### config.mk
export PLATFORM = sky130hd
export DESIGN_NAME = crc32_reflected_byte_stream_core_flat
export DESIGN_NICKNAME = d
export VERILOG_FILES = /design/src/design/crc32_rbs_pkg.sv /design/src/design/crc32_rbs_req_if.sv /design/src/design/crc32_rbs_rsp_if.sv /design/src/design/crc32_rbs_fold.sv /design/src/design/crc32_rbs_core.sv /design/src/design/crc32_reflected_byte_stream_core.sv /design/src/flat_wrapper.sv
export SDC_FILE = /design/constraint.sdc
export NUM_CORES = 1
export LEC_CHECK = 0
export ABC_AREA = 1
export BUFFER_PORTS_ARGS = -buffer_cell sky130_fd_sc_hd__buf_2
export CORE_UTILIZATION = 50
export DETAILED_ROUTE_END_ITERATION = 8
export PLACE_DENSITY = 0.72
export SYNTH_ARGS = -nofsm -noshare
export SYNTH_HDL_FRONTEND = slang
export SYNTH_SLANG_ARGS = --single-unit
### constraint.sdc
create_clock -name clock -period 2.9 [get_ports clock]
set_input_delay 0.29 -clock clock [delete_from_list [all_inputs] [get_ports clock]]
set_output_delay 0.29 -clock clock [all_outputs]
set_load 0.005 [all_outputs]
### src/design/crc32_rbs_pkg.sv
// shared constants for the reflected byte-stream crc block
package crc32_rbs_pkg;

   localparam int unsigned CRC_WIDTH      = 32;
   localparam int unsigned BYTE_WIDTH     = 8;
   localparam int unsigned STEPS_PER_BYTE = 8;

   localparam logic [CRC_WIDTH-1:0] POLY_RESET = 32'h436f_7265;
   localparam logic [CRC_WIDTH-1:0] CRC_INIT   = '0;

endpackage

### src/design/crc32_rbs_req_if.sv
// request channel: one message byte per transfer
interface crc32_rbs_req_if;

   logic                                   valid;
   logic                                   ready;
   logic [crc32_rbs_pkg::BYTE_WIDTH-1:0]   data_byte;
   logic                                   last_byte;

   modport source (output valid, output data_byte, output last_byte, input ready);
   modport sink   (input valid, input data_byte, input last_byte, output ready);

endinterface

### src/design/crc32_rbs_rsp_if.sv
// response channel: one finished crc per transfer
interface crc32_rbs_rsp_if;

   logic                                   valid;
   logic                                   ready;
   logic [crc32_rbs_pkg::CRC_WIDTH-1:0]    crc_value;

   modport source (output valid, output crc_value, input ready);
   modport sink   (input valid, input crc_value, output ready);

endinterface

### src/design/crc32_rbs_fold.sv
// folds one byte into the crc remainder with eight unrolled shift steps
module crc32_rbs_fold (
   input  logic [crc32_rbs_pkg::CRC_WIDTH-1:0]  rem_cur,
   input  logic [crc32_rbs_pkg::BYTE_WIDTH-1:0] data_byte,
   input  logic [crc32_rbs_pkg::CRC_WIDTH-1:0]  polynomial,
   output logic [crc32_rbs_pkg::CRC_WIDTH-1:0]  rem_next
);

   always_comb begin
      logic [crc32_rbs_pkg::CRC_WIDTH-1:0] rem_v;
      logic                                out_bit;
      rem_v = rem_cur ^ {{(crc32_rbs_pkg::CRC_WIDTH - crc32_rbs_pkg::BYTE_WIDTH){1'b0}},
                         data_byte};
      for (int i = 0; i < int'(crc32_rbs_pkg::STEPS_PER_BYTE); i++) begin
         out_bit = rem_v[0];
         rem_v   = rem_v >> 1;
         if (out_bit) begin
            rem_v = rem_v ^ polynomial;
         end
      end
      rem_next = rem_v;
   end

endmodule

### src/design/crc32_rbs_core.sv
// input register, byte fold and result register of the reflected crc
module crc32_rbs_core (
   input  logic                                 clock,
   input  logic                                 reset,
   crc32_rbs_req_if.sink                        req,
   crc32_rbs_rsp_if.source                      rsp,
   input  logic [crc32_rbs_pkg::CRC_WIDTH-1:0]  polynomial
);

   logic                                   s1_valid_ff;
   logic                                   s1_valid_in;
   logic [crc32_rbs_pkg::BYTE_WIDTH-1:0]   s1_byte_ff;
   logic                                   s1_last_ff;
   logic [crc32_rbs_pkg::CRC_WIDTH-1:0]    remainder_ff;
   logic [crc32_rbs_pkg::CRC_WIDTH-1:0]    remainder_in;
   logic                                   out_valid_ff;
   logic                                   out_valid_in;
   logic [crc32_rbs_pkg::CRC_WIDTH-1:0]    out_crc_ff;
   logic [crc32_rbs_pkg::CRC_WIDTH-1:0]    fold_out;
   logic                                   s1_adv;
   logic                                   s1_fire;
   logic                                   in_ready;

   crc32_rbs_fold u_fold (
      .rem_cur    (remainder_ff),
      .data_byte  (s1_byte_ff),
      .polynomial (polynomial),
      .rem_next   (fold_out)
   );

   // a non-last byte never needs the result register
   assign s1_adv   = !s1_last_ff || !out_valid_ff || rsp.ready;
   assign s1_fire  = s1_valid_ff && s1_adv;
   assign in_ready = !s1_valid_ff || s1_adv;

   always_comb begin
      s1_valid_in  = in_ready ? req.valid : s1_valid_ff;
      remainder_in = remainder_ff;
      out_valid_in = out_valid_ff && !rsp.ready;
      if (s1_fire) begin
         remainder_in = s1_last_ff ? crc32_rbs_pkg::CRC_INIT : fold_out;
         if (s1_last_ff) begin
            out_valid_in = 1'b1;
         end
      end
   end

   always_ff @(posedge clock) begin
      if (reset) begin
         s1_valid_ff  <= 1'b0;
         remainder_ff <= crc32_rbs_pkg::CRC_INIT;
         out_valid_ff <= 1'b0;
      end else begin
         s1_valid_ff  <= s1_valid_in;
         remainder_ff <= remainder_in;
         out_valid_ff <= out_valid_in;
      end
   end

   always_ff @(posedge clock) begin
      if (in_ready) begin
         s1_byte_ff <= req.data_byte;
         s1_last_ff <= req.last_byte;
      end
      if (s1_fire && s1_last_ff) begin
         out_crc_ff <= fold_out;
      end
   end

   assign req.ready     = in_ready;
   assign rsp.valid     = out_valid_ff;
   assign rsp.crc_value = out_crc_ff;

endmodule

### src/design/crc32_reflected_byte_stream_core.sv
// a last byte accepted on req passes the input register, and its fold result is
// registered in the result register for rsp; throughput: one byte per cycle by the
// combinational eight-step fold, unless a byte waits; a byte waits only when it is
// a last byte and the result register still holds a crc that rsp has not taken
// reset: synchronous, active high; clears remainder, pipeline valids, and
// loads the default polynomial 0x436f7265
module crc32_reflected_byte_stream_core (
   input  logic                                 clock,
   input  logic                                 reset,
   crc32_rbs_req_if.sink                        req,
   crc32_rbs_rsp_if.source                      rsp,
   input  logic                                 csr_write_enable,
   input  logic [crc32_rbs_pkg::CRC_WIDTH-1:0]  csr_write_data
);

   // programmable reflected polynomial
   logic [crc32_rbs_pkg::CRC_WIDTH-1:0] poly_ff;
   logic [crc32_rbs_pkg::CRC_WIDTH-1:0] poly_in;

   // write takes effect on the next byte, remainder untouched
   assign poly_in = csr_write_enable ? csr_write_data : poly_ff;

   always_ff @(posedge clock) begin
      if (reset) begin
         poly_ff <= crc32_rbs_pkg::POLY_RESET;
      end else begin
         poly_ff <= poly_in;
      end
   end

   // input register, fold and result register
   crc32_rbs_core u_core (
      .clock      (clock),
      .reset      (reset),
      .req        (req),
      .rsp        (rsp),
      .polynomial (poly_ff)
   );

   // a last byte that folds leaves the remainder cleared for the next message
   assert property (@(posedge clock) disable iff (reset)
      (u_core.s1_fire && u_core.s1_last_ff) |=>
         (u_core.remainder_ff == crc32_rbs_pkg::CRC_INIT))
      else $error("remainder not cleared after last byte");

   // a result only appears after a last byte left the input register
   assert property (@(posedge clock) disable iff (reset)
      $rose(rsp.valid) |-> $past(u_core.s1_valid_ff && u_core.s1_last_ff))
      else $error("result raised without a last byte");

   // every accepted byte lands in the input register
   assert property (@(posedge clock) disable iff (reset)
      (req.valid && req.ready) |=> u_core.s1_valid_ff)
      else $error("accepted byte lost at input register");

endmodule
### src/flat_wrapper.sv
// flat-port wrapper written by rule: the top's interface ports become plain ports
module crc32_reflected_byte_stream_core_flat 
  (clock, reset, csr_write_enable, csr_write_data, req_valid, req_data_byte, req_last_byte, req_ready, rsp_valid, rsp_crc_value, rsp_ready);
  crc32_rbs_req_if req_i ();
  crc32_rbs_rsp_if rsp_i ();
  input  logic clock;
  input  logic reset;
  input  logic csr_write_enable;
  input  logic [crc32_rbs_pkg::CRC_WIDTH-1:0] csr_write_data;
  input wire logic [$bits(req_i.valid)-1:0] req_valid;
  input wire logic [$bits(req_i.data_byte)-1:0] req_data_byte;
  input wire logic [$bits(req_i.last_byte)-1:0] req_last_byte;
  output wire logic [$bits(req_i.ready)-1:0] req_ready;
  output wire logic [$bits(rsp_i.valid)-1:0] rsp_valid;
  output wire logic [$bits(rsp_i.crc_value)-1:0] rsp_crc_value;
  input wire logic [$bits(rsp_i.ready)-1:0] rsp_ready;
  assign req_i.valid = req_valid;
  assign req_i.data_byte = req_data_byte;
  assign req_i.last_byte = req_last_byte;
  assign req_ready = req_i.ready;
  assign rsp_valid = rsp_i.valid;
  assign rsp_crc_value = rsp_i.crc_value;
  assign rsp_i.ready = rsp_ready;
  crc32_reflected_byte_stream_core u_core (.clock(clock), .reset(reset), .req(req_i), .rsp(rsp_i), .csr_write_enable(csr_write_enable), .csr_write_data(csr_write_data));
endmodule
==> flow_metrics.tcl <==
set metrics [dict create \
    dieArea_um2 17500 \
    tns_ns -19.56 \
    post-route-util_pct 67.8 \
    cap_violations 0 \
    synth-warning-count 0 \
    layout.area.seq_um2 2550 \
    timing.final.ws_setup_ns -0.367 \
    worstPathMaxFanout 8 \
    cts_tree "built" \
    status "finished with violations" \
    clk_pin_slew_ns 0.08 \
    end_kind "register" \
    hold_violations 0 \
    cts_hold_buf 0 \
    crit_top_cell "nand2_4" \
    syn_area_um2 8500 \
    yosys.cell_types.count 32 \
    max_stage_delay_ns 0.44 \
    root_buffer "clkbuf_16" \
    cts_max_path_buffers 2 \
    synth_ff_type "dfxtp_1" \
    synth_cells 1285 \
    die_h_um 132 \
    grt_overflow 0 \
    antenna_found_initial 0 \
    relSlewSlack_pct 51.2 \
    ant_nets 0 \
    insertion_delay_ns 0.37 \
    globalRouteTotalUtil_pct 31.1 \
    gp_congestion 0.965 \
    setup_viol 64 \
    area_growth_pct 32.2 \
    worst_pin_slew_ns 0.731 \
    antenna_cells 0 \
    num_vias 9030 \
    max_freq_mhz 306 \
    fin_cells 1646 \
    fp.coreArea_um2 16600 \
    dp_hpwl_mm 19.2 \
    io_pins 80 \
    layout-drive-gt1-share_pct 32.4 \
    ys_ff_latch 107 \
    drt_iter0_drc 710 \
    crit_slowest_cell "edfxtp_1" \
    drc 0 \
    fin_hold_ws_ns 0.0909 \
    grt_pass1_wl_mm 41.9 \
    syn_avg_cell_area_um2 6.62 \
    rows 47 \
    multi_input_area_um2 5760 \
    numCtsBuffers 9 \
    synth_nets 1331 \
    critPathKind "register to register" \
    die-width_um 132 \
    period_needed_ns 3.27 \
    fin_nets 1467 \
    wire_per_inst_um 17.5 \
    cts.sinks 107 \
    initial_utilization_pct 51.3 \
    cp-start-kind "register" \
    cp.arrival_ns 3.40 \
    min_period_over_period_pct 113 \
    io_buffers 79 \
    drt-total-wl_mm 28.8 \
    final-max-slew-violation-count 0 \
    synthArstFlopShare_pct 0 \
    vias_per_cell 5.49 \
    placed_cells 1603 \
    ys_seq_area_share_pct 30.0 \
    rsz0062_at_grt "yes" \
    required_ns 3.04 \
    grt_max_degree 37 \
    cts.htree.levels 3 \
    first_global_vias 8234 \
    finClkSkew_ns 0.00847 \
    drt-pass1-iter-count 5 \
    synth_edf_count 41 \
    fillCellCount 1383 \
    holdCritPathClass "primary input to register" \
    violations "setup timing" \
]
-- layout make-up --
type / count / area share [%]
Clock inverter: 7 / 0.746
Tap cell: 220 / 2.45
Timing Repair inverter: 1 / 0.0557
Inverter: 154 / 5.30
Clock buffer: 9 / 2.00
Timing Repair Buffer: 209 / 15.4
Multi-Input combinational cell: 939 / 51.3
Sequential cell: 107 / 22.7
-- cell usage in the layout, fill, tap and decap left out, types with 18 or more instances in the layout --
master,instances
nor2_1,33
nand2_2,69
inv_2,21
dfxtp_1,65
buf_4,95
nand3_2,31
nand3_1,100
xor2_1,71
o21ai_0,51
xnor2_1,59
a21oi_1,47
inv_1,128
buf_2,79
nand3_4,18
nand2_1,343
edfxtp_1,41
-- cell usage after synthesis (5+ instances only) --
master | number | area [um^2]
a21oi_1 | 63 | 315
and2_1 | 20 | 125
buf_2 | 27 | 135
buf_4 | 5 | 37.5
buf_6 | 6 | 67.6
clkbuf_1 | 41 | 154
dfxtp_1 | 66 | 1320
edfxtp_1 | 41 | 1230
inv_1 | 137 | 514
inv_2 | 14 | 52.6
nand2_1 | 415 | 1560
nand2_2 | 10 | 62.6
nand2_4 | 7 | 78.8
nand2b_1 | 5 | 31.3
nand3_1 | 132 | 661
nand3_2 | 12 | 120
nand3_4 | 5 | 87.6
nand4_1 | 6 | 37.5
nor2_1 | 53 | 199
o21ai_0 | 53 | 265
o21bai_1 | 5 | 37.5
xnor2_1 | 66 | 578
xor2_1 | 75 | 657
-- timing repair --
item / in CTS / in global routing
setup buffers: 14 / 7
resized for setup: 98 / 155
cloned: 6 / 4
pin swaps: 21 / 79
setup endpoints to repair: 64 / 64
-- metrics by stage --
stage,worst slack (ns),instance area (um^2)
final,-0.367,11200
after global routing,-0.606,11200
after CTS,-0.258,10600
after detailed placement,-0.332,9610
after global placement,-0.221,9610
after floorplan,0.0116,8500
-- metal layers --
layer	part of all wire [%]	global-route usage, %	routed length [um]
met5	0	0	0
met4	9.4	25.2	2700
met3	5.3	5.98	1520
met2	50	55.4	14400
met1	36	31.7	10300
-- state kept, by name (all words and copies together) (netlist names) --
signal and count:
u_core.poly_ff 32, u_core.u_core.remainder_ff 32, u_core.u_core.rsp.crc_value 32, u_core.u_core.rsp.valid 1, u_core.u_core.s1_byte_ff 8, u_core.u_core.s1_last_ff 1
u_core.u_core.s1_valid_ff 1
-- final timing paths --
| kind | cells past startpoint | slack (ns) | endpoint | from |
|---|---|---|---|---|
| worst max-delay path | 28 | -0.37 | u_core.u_core.rsp.crc_value[12]$_DFFE_PP_ | u_core.u_core.s1_byte_ff[0]$_DFFE_PP_ |
| worst min-delay path | 1 | 0.09 | u_core.u_core.s1_byte_ff[6]$_DFFE_PP_ | req_data_byte[6] |
| worst max register to register | 28 | -0.37 | u_core.u_core.rsp.crc_value[12]$_DFFE_PP_ | u_core.u_core.s1_byte_ff[0]$_DFFE_PP_ |
| worst min register to register | 2 | 0.49 | u_core.u_core.remainder_ff[11]$_SDFFE_PP0P_ | u_core.u_core.remainder_ff[11]$_SDFFE_PP0P_ |
-- worst max-delay path, delay by kind of cell (launching register included) --
family / cells / cell delay [ns]
flip-flops: 1 / 0.44
buffers and inverters: 7 / 0.75
AND/OR/NAND/NOR: 21 / 1.84
-- cells by family (layout without fill, tap and decap cells) --
| kind of cell | count (synthesis) | in the layout | synth area share [%] |
|---|---|---|---|
| compound gates | 125 | 125 | 7.53 |
| flops | 107 | 107 | 30.0 |
| buf+inv | 239 | 380 | 12.1 |
| xor+xnor | 143 | 143 | 14.9 |
| simple gates | 671 | 671 | 35.4 |
Power is not shown: default switching activity piles up to over one toggle a cycle in this logic, so the estimate is an artifact.
